==> config.mk <==
export PLATFORM = sky130hd
export DESIGN_NAME = packet_header_field_extractor_core
export DESIGN_NICKNAME = d
export VERILOG_FILES = /design/src/rtl/phfe_pkg.sv /design/src/rtl/packet_header_field_extractor_core.sv /design/src/rtl/phfe_decode.sv /design/src/rtl/phfe_rec_queue.sv
export SDC_FILE = /design/constraint.sdc
export NUM_CORES = 1
export LEC_CHECK = 0
export ABC_AREA = 1
export BUFFER_PORTS_ARGS = -buffer_cell sky130_fd_sc_hd__buf_2
export CAP_MARGIN = 40
export CORE_MARGIN = 4
export CORE_UTILIZATION = 30
export DETAILED_ROUTE_END_ITERATION = 16
export GPL_ROUTABILITY_DRIVEN = 0
export PLACE_DENSITY = 0.48
export REMOVE_ABC_BUFFERS = 1
export SLEW_MARGIN = 20
export SYNTH_ARGS = -nofsm -noshare
export SYNTH_HDL_FRONTEND = slang
export SYNTH_SLANG_ARGS = --single-unit
==> constraint.sdc <==
create_clock -name clk -period 4.21 [get_ports clk]
set_clock_uncertainty 0.2 [all_clocks]
set_input_delay 0.2105 -clock clk [delete_from_list [all_inputs] [get_ports clk]]
set_output_delay 0.2105 -clock clk [all_outputs]
set_load 0.03 [all_outputs]
==> src/rtl/phfe_pkg.sv <==
package phfe_pkg;

    // One header-field record as it leaves the block.
    typedef struct packed {
        logic [4:0]  code;
        logic [47:0] value;
        logic        last;
    } rec_t;

    // At most two field records and the end record come from one frame byte.
    localparam int MAX_REC   = 3;
    localparam int REC_DEPTH = 8;
    localparam int REC_PTR_W = $clog2(REC_DEPTH);
    localparam int REC_CNT_W = $clog2(REC_DEPTH + 1);

    // Records produced by one frame byte, in output order.
    typedef struct packed {
        rec_t [MAX_REC-1:0] recs;
        logic [1:0]         count;
    } rec_group_t;

    // Record codes.
    localparam logic [4:0] CODE_DMAC       = 5'd0;
    localparam logic [4:0] CODE_SMAC       = 5'd1;
    localparam logic [4:0] CODE_ARP_HTYPE  = 5'd2;
    localparam logic [4:0] CODE_ARP_PTYPE  = 5'd3;
    localparam logic [4:0] CODE_ARP_OPER   = 5'd4;
    localparam logic [4:0] CODE_ARP_SHA    = 5'd5;
    localparam logic [4:0] CODE_ARP_SPA    = 5'd6;
    localparam logic [4:0] CODE_ARP_THA    = 5'd7;
    localparam logic [4:0] CODE_ARP_TPA    = 5'd8;
    localparam logic [4:0] CODE_IP_VER     = 5'd9;
    localparam logic [4:0] CODE_IP_TTL     = 5'd10;
    localparam logic [4:0] CODE_IP_PROTO   = 5'd11;
    localparam logic [4:0] CODE_IP_SRC     = 5'd12;
    localparam logic [4:0] CODE_IP_DST     = 5'd13;
    localparam logic [4:0] CODE_ICMP_TYPE  = 5'd14;
    localparam logic [4:0] CODE_TCP_SPORT  = 5'd15;
    localparam logic [4:0] CODE_TCP_DPORT  = 5'd16;
    localparam logic [4:0] CODE_TCP_SEQ    = 5'd17;
    localparam logic [4:0] CODE_TCP_ACK    = 5'd18;
    localparam logic [4:0] CODE_TCP_FLAGS  = 5'd19;
    localparam logic [4:0] CODE_UDP_SPORT  = 5'd20;
    localparam logic [4:0] CODE_UDP_DPORT  = 5'd21;
    localparam logic [4:0] CODE_END        = 5'd22;

    // Protocol constants.
    localparam logic [15:0] ETYPE_ARP      = 16'h0806;
    localparam logic [15:0] ETYPE_IPV4     = 16'h0800;
    localparam logic [15:0] ARP_HTYPE_ETH  = 16'h0001;
    localparam logic [7:0]  PROTO_ICMP     = 8'd1;
    localparam logic [7:0]  PROTO_TCP      = 8'd6;
    localparam logic [7:0]  PROTO_UDP      = 8'd17;
    localparam logic [3:0]  IHL_MIN        = 4'd5;

    // Frame classification, one-hot.
    typedef enum logic [4:0] {
        CLS_UNDECIDED = 5'b00001,
        CLS_ARP_WAIT  = 5'b00010,
        CLS_ARP       = 5'b00100,
        CLS_IPV4      = 5'b01000,
        CLS_NONE      = 5'b10000
    } class_t;

endpackage

==> src/rtl/packet_header_field_extractor_core.sv <==
// Ethernet header field extractor. The frame enters one byte per beat with
// frame_end marking its last byte; header fields leave as tagged records
// (field_code, field_value, record_last) in wire order, and every frame closes
// with an end record whose value is 1 if the frame was dropped for having both
// MAC addresses zero. A byte is accepted whenever frame_ready is high: it is
// decoded in the cycle it is taken, and its records (at most three) go into an
// eight-entry record queue that is drained one record per cycle while rec_ready
// is high. The queue depth sets the throughput limit: frame_ready drops only
// while more than five records wait, which happens only if the record side
// stalls, since most bytes produce no record at all.
module packet_header_field_extractor_core (
    input  logic        clk,
    input  logic        rst_n,
    input  logic        frame_valid,
    output logic        frame_ready,
    input  logic [7:0]  frame_byte,
    input  logic        frame_end,
    output logic        rec_valid,
    input  logic        rec_ready,
    output logic [4:0]  field_code,
    output logic [47:0] field_value,
    output logic        record_last
);
    import phfe_pkg::*;

    logic       beat_fire;
    rec_group_t group;
    rec_t       head;

    assign beat_fire = frame_valid && frame_ready;

    // Byte decode and per-frame state.
    phfe_decode u_decode (
        .clk        (clk),
        .rst_n      (rst_n),
        .beat_fire  (beat_fire),
        .frame_byte (frame_byte),
        .frame_end  (frame_end),
        .group      (group)
    );

    // Record queue between decode and the output channel.
    phfe_rec_queue u_queue (
        .clk        (clk),
        .rst_n      (rst_n),
        .push       (beat_fire),
        .group      (group),
        .has_room   (frame_ready),
        .head_valid (rec_valid),
        .head_ready (rec_ready),
        .head       (head)
    );

    assign field_code  = head.code;
    assign field_value = head.value;
    assign record_last = head.last;

endmodule

==> src/rtl/phfe_decode.sv <==
module phfe_decode (
    input  logic                 clk,
    input  logic                 rst_n,
    input  logic                 beat_fire,
    input  logic [7:0]           frame_byte,
    input  logic                 frame_end,
    output phfe_pkg::rec_group_t group
);
    import phfe_pkg::*;

    // Byte offsets at which a field is complete.
    localparam logic [7:0] OFF_DMAC    = 8'd5;
    localparam logic [7:0] OFF_SMAC    = 8'd11;
    localparam logic [7:0] OFF_ETYPE   = 8'd13;
    localparam logic [7:0] OFF_IP_VER  = 8'd14;
    localparam logic [7:0] OFF_ARP_TYP = 8'd17;
    localparam logic [7:0] OFF_ARP_OP  = 8'd21;
    localparam logic [7:0] OFF_ARP_SHA = 8'd27;
    localparam logic [7:0] OFF_ARP_SPA = 8'd31;
    localparam logic [7:0] OFF_ARP_THA = 8'd37;
    localparam logic [7:0] OFF_ARP_TPA = 8'd41;
    localparam logic [7:0] OFF_IP_TTL  = 8'd22;
    localparam logic [7:0] OFF_IP_PROT = 8'd23;
    localparam logic [7:0] OFF_IP_SRC  = 8'd29;
    localparam logic [7:0] OFF_IP_DST  = 8'd33;
    localparam logic [7:0] OFF_MAX     = 8'hFF;

    logic [7:0]  offset_reg, offset_next;
    logic [47:0] gather_reg, gather_next;
    logic [47:0] held_dmac_reg, held_dmac_next;
    class_t      class_reg, class_next;
    logic [7:0]  l4_start_reg, l4_start_next;
    logic [7:0]  proto_reg, proto_next;
    logic        dropped_reg, dropped_next;

    logic [47:0] g;
    logic [7:0]  rel;
    logic [3:0]  ihl;
    logic [1:0]  nf;
    rec_t        f0;
    rec_t        f1;
    rec_t        end_rec;

    // Field decode for the byte on the input.
    always_comb
    begin
        g              = {gather_reg[39:0], frame_byte};
        gather_next    = g;
        held_dmac_next = held_dmac_reg;
        class_next     = class_reg;
        l4_start_next  = l4_start_reg;
        proto_next     = proto_reg;
        dropped_next   = dropped_reg;
        ihl            = frame_byte[3:0];
        rel            = offset_reg - l4_start_reg;
        nf             = 2'd0;
        f0             = '0;
        f1             = '0;

        if (!dropped_reg && offset_reg != OFF_MAX)
        begin
            if (offset_reg == OFF_DMAC)
            begin
                held_dmac_next = g;
            end
            else if (offset_reg == OFF_SMAC)
            begin
                // Both addresses zero drops the frame.
                if (held_dmac_reg == '0 && g == '0)
                begin
                    dropped_next = 1'b1;
                end
                else
                begin
                    nf = 2'd2;
                    f0 = '{code: CODE_DMAC, value: held_dmac_reg, last: 1'b0};
                    f1 = '{code: CODE_SMAC, value: g, last: 1'b0};
                end
            end
            else if (offset_reg == OFF_ETYPE)
            begin
                if (g[15:0] == ETYPE_ARP)
                begin
                    class_next = CLS_ARP_WAIT;
                end
                else if (g[15:0] == ETYPE_IPV4)
                begin
                    class_next = CLS_IPV4;
                end
                else
                begin
                    class_next = CLS_NONE;
                end
            end
            else
            begin
                case (class_reg)
                    CLS_ARP_WAIT:
                    begin
                        if (offset_reg == OFF_ARP_TYP)
                        begin
                            if (g[31:16] == ARP_HTYPE_ETH && g[15:0] == ETYPE_IPV4)
                            begin
                                class_next = CLS_ARP;
                                nf = 2'd2;
                                f0 = '{code: CODE_ARP_HTYPE, value: 48'(g[31:16]),
                                       last: 1'b0};
                                f1 = '{code: CODE_ARP_PTYPE, value: 48'(g[15:0]),
                                       last: 1'b0};
                            end
                            else
                            begin
                                class_next = CLS_NONE;
                            end
                        end
                    end
                    CLS_ARP:
                    begin
                        nf = 2'd1;
                        case (offset_reg)
                            OFF_ARP_OP:  f0 = '{CODE_ARP_OPER, 48'(g[15:0]), 1'b0};
                            OFF_ARP_SHA: f0 = '{CODE_ARP_SHA, g, 1'b0};
                            OFF_ARP_SPA: f0 = '{CODE_ARP_SPA, 48'(g[31:0]), 1'b0};
                            OFF_ARP_THA: f0 = '{CODE_ARP_THA, g, 1'b0};
                            OFF_ARP_TPA: f0 = '{CODE_ARP_TPA, 48'(g[31:0]), 1'b0};
                            default:     nf = 2'd0;
                        endcase
                    end
                    CLS_IPV4:
                    begin
                        nf = 2'd1;
                        if (offset_reg == OFF_IP_VER)
                        begin
                            f0 = '{CODE_IP_VER, 48'(frame_byte[7:4]), 1'b0};
                            // A header length below five words means no layer 4.
                            l4_start_next = (ihl < IHL_MIN) ? 8'd0
                                          : 8'd14 + {2'b00, ihl, 2'b00};
                        end
                        else if (offset_reg == OFF_IP_TTL)
                        begin
                            f0 = '{CODE_IP_TTL, 48'(frame_byte), 1'b0};
                        end
                        else if (offset_reg == OFF_IP_PROT)
                        begin
                            proto_next = frame_byte;
                            f0 = '{CODE_IP_PROTO, 48'(frame_byte), 1'b0};
                        end
                        else if (offset_reg == OFF_IP_SRC)
                        begin
                            f0 = '{CODE_IP_SRC, 48'(g[31:0]), 1'b0};
                        end
                        else if (offset_reg == OFF_IP_DST)
                        begin
                            f0 = '{CODE_IP_DST, 48'(g[31:0]), 1'b0};
                        end
                        else if (l4_start_reg != 8'd0 && offset_reg >= l4_start_reg)
                        begin
                            // Layer 4 fields by offset into that header.
                            nf = 2'd0;
                            if (proto_reg == PROTO_ICMP)
                            begin
                                if (rel == 8'd0)
                                begin
                                    nf = 2'd1;
                                    f0 = '{CODE_ICMP_TYPE, 48'(frame_byte), 1'b0};
                                end
                            end
                            else if (proto_reg == PROTO_TCP)
                            begin
                                nf = 2'd1;
                                case (rel)
                                    8'd1:    f0 = '{CODE_TCP_SPORT, 48'(g[15:0]), 1'b0};
                                    8'd3:    f0 = '{CODE_TCP_DPORT, 48'(g[15:0]), 1'b0};
                                    8'd7:    f0 = '{CODE_TCP_SEQ, 48'(g[31:0]), 1'b0};
                                    8'd11:   f0 = '{CODE_TCP_ACK, 48'(g[31:0]), 1'b0};
                                    8'd13:   f0 = '{CODE_TCP_FLAGS, 48'(frame_byte[5:0]),
                                                    1'b0};
                                    default: nf = 2'd0;
                                endcase
                            end
                            else if (proto_reg == PROTO_UDP)
                            begin
                                nf = 2'd1;
                                case (rel)
                                    8'd1:    f0 = '{CODE_UDP_SPORT, 48'(g[15:0]), 1'b0};
                                    8'd3:    f0 = '{CODE_UDP_DPORT, 48'(g[15:0]), 1'b0};
                                    default: nf = 2'd0;
                                endcase
                            end
                        end
                        else
                        begin
                            nf = 2'd0;
                        end
                    end
                    default:
                    begin
                        nf = 2'd0;
                    end
                endcase
            end
        end

        // The end record reports the drop decision including this byte's.
        end_rec = '{code: CODE_END, value: 48'(dropped_next), last: 1'b1};

        group.recs[0] = (nf != 2'd0) ? f0 : end_rec;
        group.recs[1] = (nf == 2'd2) ? f1 : end_rec;
        group.recs[2] = end_rec;
        group.count   = nf + {1'b0, frame_end};

        // Per-frame state clears after the last byte.
        if (frame_end)
        begin
            offset_next    = 8'd0;
            gather_next    = '0;
            held_dmac_next = '0;
            class_next     = CLS_UNDECIDED;
            l4_start_next  = 8'd0;
            proto_next     = 8'd0;
            dropped_next   = 1'b0;
        end
        else if (offset_reg != OFF_MAX)
        begin
            offset_next = offset_reg + 8'd1;
        end
        else
        begin
            offset_next = offset_reg;
        end
    end

    // Frame state advances on each accepted beat.
    always_ff @(posedge clk or negedge rst_n)
    begin
        if (!rst_n)
        begin
            offset_reg    <= 8'd0;
            gather_reg    <= '0;
            held_dmac_reg <= '0;
            class_reg     <= CLS_UNDECIDED;
            l4_start_reg  <= 8'd0;
            proto_reg     <= 8'd0;
            dropped_reg   <= 1'b0;
        end
        else if (beat_fire)
        begin
            offset_reg    <= offset_next;
            gather_reg    <= gather_next;
            held_dmac_reg <= held_dmac_next;
            class_reg     <= class_next;
            l4_start_reg  <= l4_start_next;
            proto_reg     <= proto_next;
            dropped_reg   <= dropped_next;
        end
    end

    // A closing beat restarts the frame at offset zero.
    assert property (@(posedge clk) disable iff (!rst_n)
        beat_fire && frame_end |=> offset_reg == 8'd0 && !dropped_reg)
        else $error("frame state not cleared after last beat");

    // Three records only happen when the end record follows two fields.
    assert property (@(posedge clk) disable iff (!rst_n)
        group.count == 2'd3 |-> group.recs[2].last && !group.recs[1].last)
        else $error("record group out of order");

    // A dropped frame yields nothing but its end record.
    assert property (@(posedge clk) disable iff (!rst_n)
        dropped_reg |-> group.count == {1'b0, frame_end})
        else $error("field record from a dropped frame");

endmodule

==> src/rtl/phfe_rec_queue.sv <==
module phfe_rec_queue (
    input  logic                 clk,
    input  logic                 rst_n,
    input  logic                 push,
    input  phfe_pkg::rec_group_t group,
    output logic                 has_room,
    output logic                 head_valid,
    input  logic                 head_ready,
    output phfe_pkg::rec_t       head
);
    import phfe_pkg::*;

    rec_t                 mem_reg [REC_DEPTH];
    logic [REC_PTR_W-1:0] wr_ptr_reg, wr_ptr_next;
    logic [REC_PTR_W-1:0] rd_ptr_reg, rd_ptr_next;
    logic [REC_CNT_W-1:0] count_reg, count_next;
    logic [REC_CNT_W-1:0] push_cnt;
    logic                 pop;

    // Occupancy and pointer update.
    always_comb
    begin
        pop         = head_valid && head_ready;
        push_cnt    = push ? REC_CNT_W'(group.count) : '0;
        wr_ptr_next = wr_ptr_reg + REC_PTR_W'(push_cnt);
        rd_ptr_next = rd_ptr_reg + REC_PTR_W'(pop);
        count_next  = count_reg + push_cnt - REC_CNT_W'(pop);
    end

    assign has_room   = count_reg <= REC_CNT_W'(REC_DEPTH - MAX_REC);
    assign head_valid = count_reg != '0;
    assign head       = mem_reg[rd_ptr_reg];

    always_ff @(posedge clk or negedge rst_n)
    begin
        if (!rst_n)
        begin
            wr_ptr_reg <= '0;
            rd_ptr_reg <= '0;
            count_reg  <= '0;
        end
        else
        begin
            wr_ptr_reg <= wr_ptr_next;
            rd_ptr_reg <= rd_ptr_next;
            count_reg  <= count_next;
        end
    end

    // Store the beat's records in consecutive slots.
    always_ff @(posedge clk)
    begin
        for (int k = 0; k < MAX_REC; k++)
        begin
            if (push && k < int'(group.count))
            begin
                mem_reg[wr_ptr_reg + REC_PTR_W'(k)] <= group.recs[k];
            end
        end
    end

    // Occupancy never passes the depth.
    assert property (@(posedge clk) disable iff (!rst_n)
        count_reg <= REC_CNT_W'(REC_DEPTH))
        else $error("record queue overflow");

    // A push only lands when a full group fits.
    assert property (@(posedge clk) disable iff (!rst_n)
        push |-> count_reg + REC_CNT_W'(MAX_REC) <= REC_CNT_W'(REC_DEPTH))
        else $error("push without room");

    // Occupancy and pointer distance agree.
    assert property (@(posedge clk) disable iff (!rst_n)
        count_reg != REC_CNT_W'(REC_DEPTH)
            |-> REC_PTR_W'(wr_ptr_reg - rd_ptr_reg) == REC_PTR_W'(count_reg))
        else $error("queue pointers inconsistent");

endmodule
==> flow_metrics.py <==
metrics = {
    "synth": {
        "main_area_contributors_after_synthesis": "sky130_fd_sc_hd__dfxtp_1, sky130_fd_sc_hd__nand2_1, sky130_fd_sc_hd__dfrtp_1, sky130_fd_sc_hd__nand3_1, sky130_fd_sc_hd__o21ai_0",
        "synth_largest_area_cell": "sky130_fd_sc_hd__dfxtp_1",
        "post_synth_mux_area_share_pct": 0,
        "synthAdderAreaFrac_pct": 1.15,
        "ys.warnings.count": 0,
        "synth_compound_area_share_pct": 18.7,
        "ys_top_cells_by_count": "sky130_fd_sc_hd__nand2_1, sky130_fd_sc_hd__nand3_1, sky130_fd_sc_hd__nor2_1",
        "synth.ff_latch_count": 558,
        "synth_top_area_share_pct": 27.1,
        "main_flop_type_after_synthesis": "sky130_fd_sc_hd__dfxtp_1",
        "synth.most_common_cell": "sky130_fd_sc_hd__nand2_1",
        "synth-edff-count": 8,
        "mappedNetlistArea_mm2": 0.0313,
        "synthesized_area_fraction_occupied_by_xor_and_xnor_cells_pct": 0.224,
        "synth_area_per_cell_um2": 6.75,
        "post_synthesis_instance_total": 4641,
        "yosys.area_share.simple_pct": 31.9,
        "asyncSetResetFlopFracSynth_pct": 22.6,
        "seq_area_frac_synth_pct": 37.9,
        "yosys.cell_types.count": 59,
        "combinational_family_with_the_most_area_after_synthesis": "simple AND/OR/NAND/NOR gates",
    },
    "timing": {
        "slew_headroom_pct": 29.7,
        "timing.fmax_mhz": 234,
        "final_number_of_hold_violating_endpoints": 0,
        "slew_worst_pin_ns": 1.06,
        "rsz0062_at_grt": "true",
        "final_critical_path_setup_slack_ns": -0.0619,
        "setup_tns_ns": -0.748,
        "layout_worst_path_cycle_share_pct": 101,
        "period_minus_slack_ns": 4.27,
        "timing_max_transition_violations_final": 0,
        "setup_violations": 41,
    },
    "global_route": {
        "grt_use_total_pct": 27.9,
        "first_pass_grt_wire_length_mm": 229,
        "antenna_found_initial": 2,
        "grt.met3_usage_pct": 5.41,
        "global_route.usage.met1_pct": 38.9,
        "globalRoute.busiestLayer": "met2",
        "grt_use_met2_pct": 43.1,
        "number_of_global_route_vias_before_repair": 32802,
        "grt-ovfl-total": 0,
        "grt_start_max_net_pins": 165,
    },
    "power_and_ir_drop": {
        "ir_worst_vdd_v": 0.000414,
        "clockPowerShare_pct": 27.6,
        "cellInternalPower_uw": 13200,
        "power_switching_share_pct": 44.6,
        "power_frac_comb_pct": 45.0,
        "switching_power_uw": 10700,
        "leakage_uw": 0.0163,
        "power_density_mw_per_mm2": 580,
        "p_seq_share_pct": 27.3,
    },
    "finish": {
        "layout.core_utilization_pct": 39.8,
        "syn_to_final_growth_pct": 31.5,
        "nets": 4963,
        "sequential_cell_area_mm2": 0.0119,
        "layout-drive-gt1-share_pct": 19.5,
        "layout.cell_area.non_filler_mm2": 0.0412,
        "max_reg_flops": 432,
        "fillCellCount": 10883,
        "multi_input_comb_area_mm2": 0.0175,
    },
    "clock_network": {
        "root_buffer": "sky130_fd_sc_hd__clkbuf_16",
        "clockBufferDepth": 3,
        "clkLatencyLatePin_ns": 0.64,
        "worst_setup_hold_path_clk_slew_ns": 0.06,
        "clkSinkCount": 558,
        "cts-htree-levels": 3,
        "tritoncts.num_buffers": 73,
        "tritoncts_clock_tree": "yes",
    },
    "outcome": {
        "outcome": "finished with violations",
        "failing_checks": "negative setup slack",
    },
    "route": {
        "initialDrtViolationCount": 4741,
        "firstDrtPassIters": 7,
        "final_antenna_net_count": 0,
        "avgRoutedWirePerCell_um": 26.1,
        "route.detailed.drc": 0,
        "final_routed_wirelength_mm": 166,
        "via_count": 36267,
        "detail_route.vias_per_cell": 5.70,
    },
    "critical_path": {
        "worstPathRequired_ns": 4.38,
        "crit_path_top_delay_cell": "sky130_fd_sc_hd__dfrtp_1",
        "timing.reg2reg.setup_slack_ns": -0.06,
        "timing.critical_path.max_delay_family": "simple AND/OR/NAND/NOR gates",
        "crit_path_frequent_cell": "sky130_fd_sc_hd__nand2_2",
        "critPathMaxStageDelay_ns": 0.38,
        "critical_path.max_fanout": 8,
        "critical_path.endpoint_type": "flip-flop",
        "startpoint_type": "flip-flop",
        "crit_path_category": "reg2reg",
        "critical_path_arrival_ns": 4.44,
        "critical_path.n_buffers_inverters": 10,
    },
    "place": {
        "placed_area_mm2": 0.0358,
        "port-buffer-count": 68,
        "hpwl_mm": 104,
    },
    "die": {
        "initial_core_util_pct": 30.2,
        "die_w_um": 331,
        "rows": 118,
        "placeableCoreArea_mm2": 0.104,
        "die_h_um": 331,
        "die_area_mm2": 0.110,
        "design.portCount": 69,
    },
    "min_path": {
        "hp-class": "in2reg",
    },
    "flow_run": {
        "maxCapViolations": 0,
    },
}
[cells by family after synthesis]
group                    after synthesis
AND/OR/NAND/NOR                     2241
adder cells (fa/ha/maj)               27
buffers and inverters                746
AO/OA/AOI/OAI                       1061
XOR/XNOR                               8
flip-flops                           558
[cells in the final DEF, fill, tap and decap left out, types with 38 or more instances in the layout]
cell type and count:
sky130_fd_sc_hd__nand4_1 102, sky130_fd_sc_hd__nand2_1 795, sky130_fd_sc_hd__clkbuf_16 103, sky130_fd_sc_hd__dfrtp_1 123, sky130_fd_sc_hd__inv_2 38, sky130_fd_sc_hd__dfxtp_1 424
sky130_fd_sc_hd__a21oi_2 45, sky130_fd_sc_hd__inv_1 354, sky130_fd_sc_hd__nor3_1 52, sky130_fd_sc_hd__o21ai_1 71, sky130_fd_sc_hd__a21oi_1 147, sky130_fd_sc_hd__nand2_2 39
sky130_fd_sc_hd__buf_4 269, sky130_fd_sc_hd__a31oi_1 259, sky130_fd_sc_hd__nand3_1 546, sky130_fd_sc_hd__o22ai_1 86, sky130_fd_sc_hd__nor2_1 503, sky130_fd_sc_hd__nand3_2 45
sky130_fd_sc_hd__buf_12 105, sky130_fd_sc_hd__buf_2 70, sky130_fd_sc_hd__o21ai_0 386
[what timing repair did]
item / in CTS / in global routing
hold buffers: 12 / 0
endpoints found under the setup margin: 443 / 445
buffers inserted: 25 / 32
gates resized for setup: 68 / 343
cloned: 4 / 30
pin swaps: 10 / 128
endpoints found under the hold margin: 142 / 0
[tightest hold or removal path, stage by stage]
cell	delay, ns
sky130_fd_sc_hd__buf_2	0.10
sky130_fd_sc_hd__nand2_1	0.15
sky130_fd_sc_hd__inv_2	0.18
sky130_fd_sc_hd__nand2_1	0.09
sky130_fd_sc_hd__o21ai_0	0.07
[final timing paths]
kind / from / endpoint / cells past startpoint
setup reg to reg: u_decode.offset_reg[1] / u_queue.mem_reg[1][1] / 33
hold reg to reg: u_queue.mem_reg[2][33] / u_queue.mem_reg[2][33] / 2
min in group asynchronous: rst_n / u_decode.proto_reg[5] / 4
setup / recovery: u_decode.offset_reg[1] / u_queue.mem_reg[1][1] / 33
hold / removal: frame_valid / u_decode.gather_reg[11] / 5
max in group asynchronous: rst_n / u_decode.gather_reg[25] / 4
[per-layer routing]
metal	vias up	wire length, um
li1	16357	-
met1	17472	70200
met2	2045	71900
met3	393	16900
met4	0	7120
met5	-	0
[power groups by stage]
stage / Combinational, uW / Sequential [uW] / Clock, uW
after floorplan: 5910 / 6660 / 0
after global placement: 10100 / 6600 / 0
after detailed placement: 10100 / 6610 / 0
after CTS: 10300 / 6500 / 6660
after global routing: 11600 / 6590 / 6860
final: 10800 / 6530 / 6610
[area by class of cell]
class	count	share of cell area, %
multi-input cells	3339	42.4
repair buffers	531	14.5
clock buffers	115	5.46
clock inverters	16	0.528
diodes	2	0.0121
flip-flops and latches	558	28.9
inverters	420	4.08
well taps	1380	4.19
[through the flow]
step,instances,hold slack [ns],power [uW],setup WS (ns)
after CTS,6296,0.0147,23500,-0.0425
after global placement,6118,0.00852,16700,-0.298
final,6361,0.0206,23900,-0.0619
after global routing,6359,0.0635,25000,-0.320
after floorplan,4315,-0.285,12600,-4.56
after detailed placement,6124,0.0164,16700,-0.296
Power figures use the tool's default switching activity.
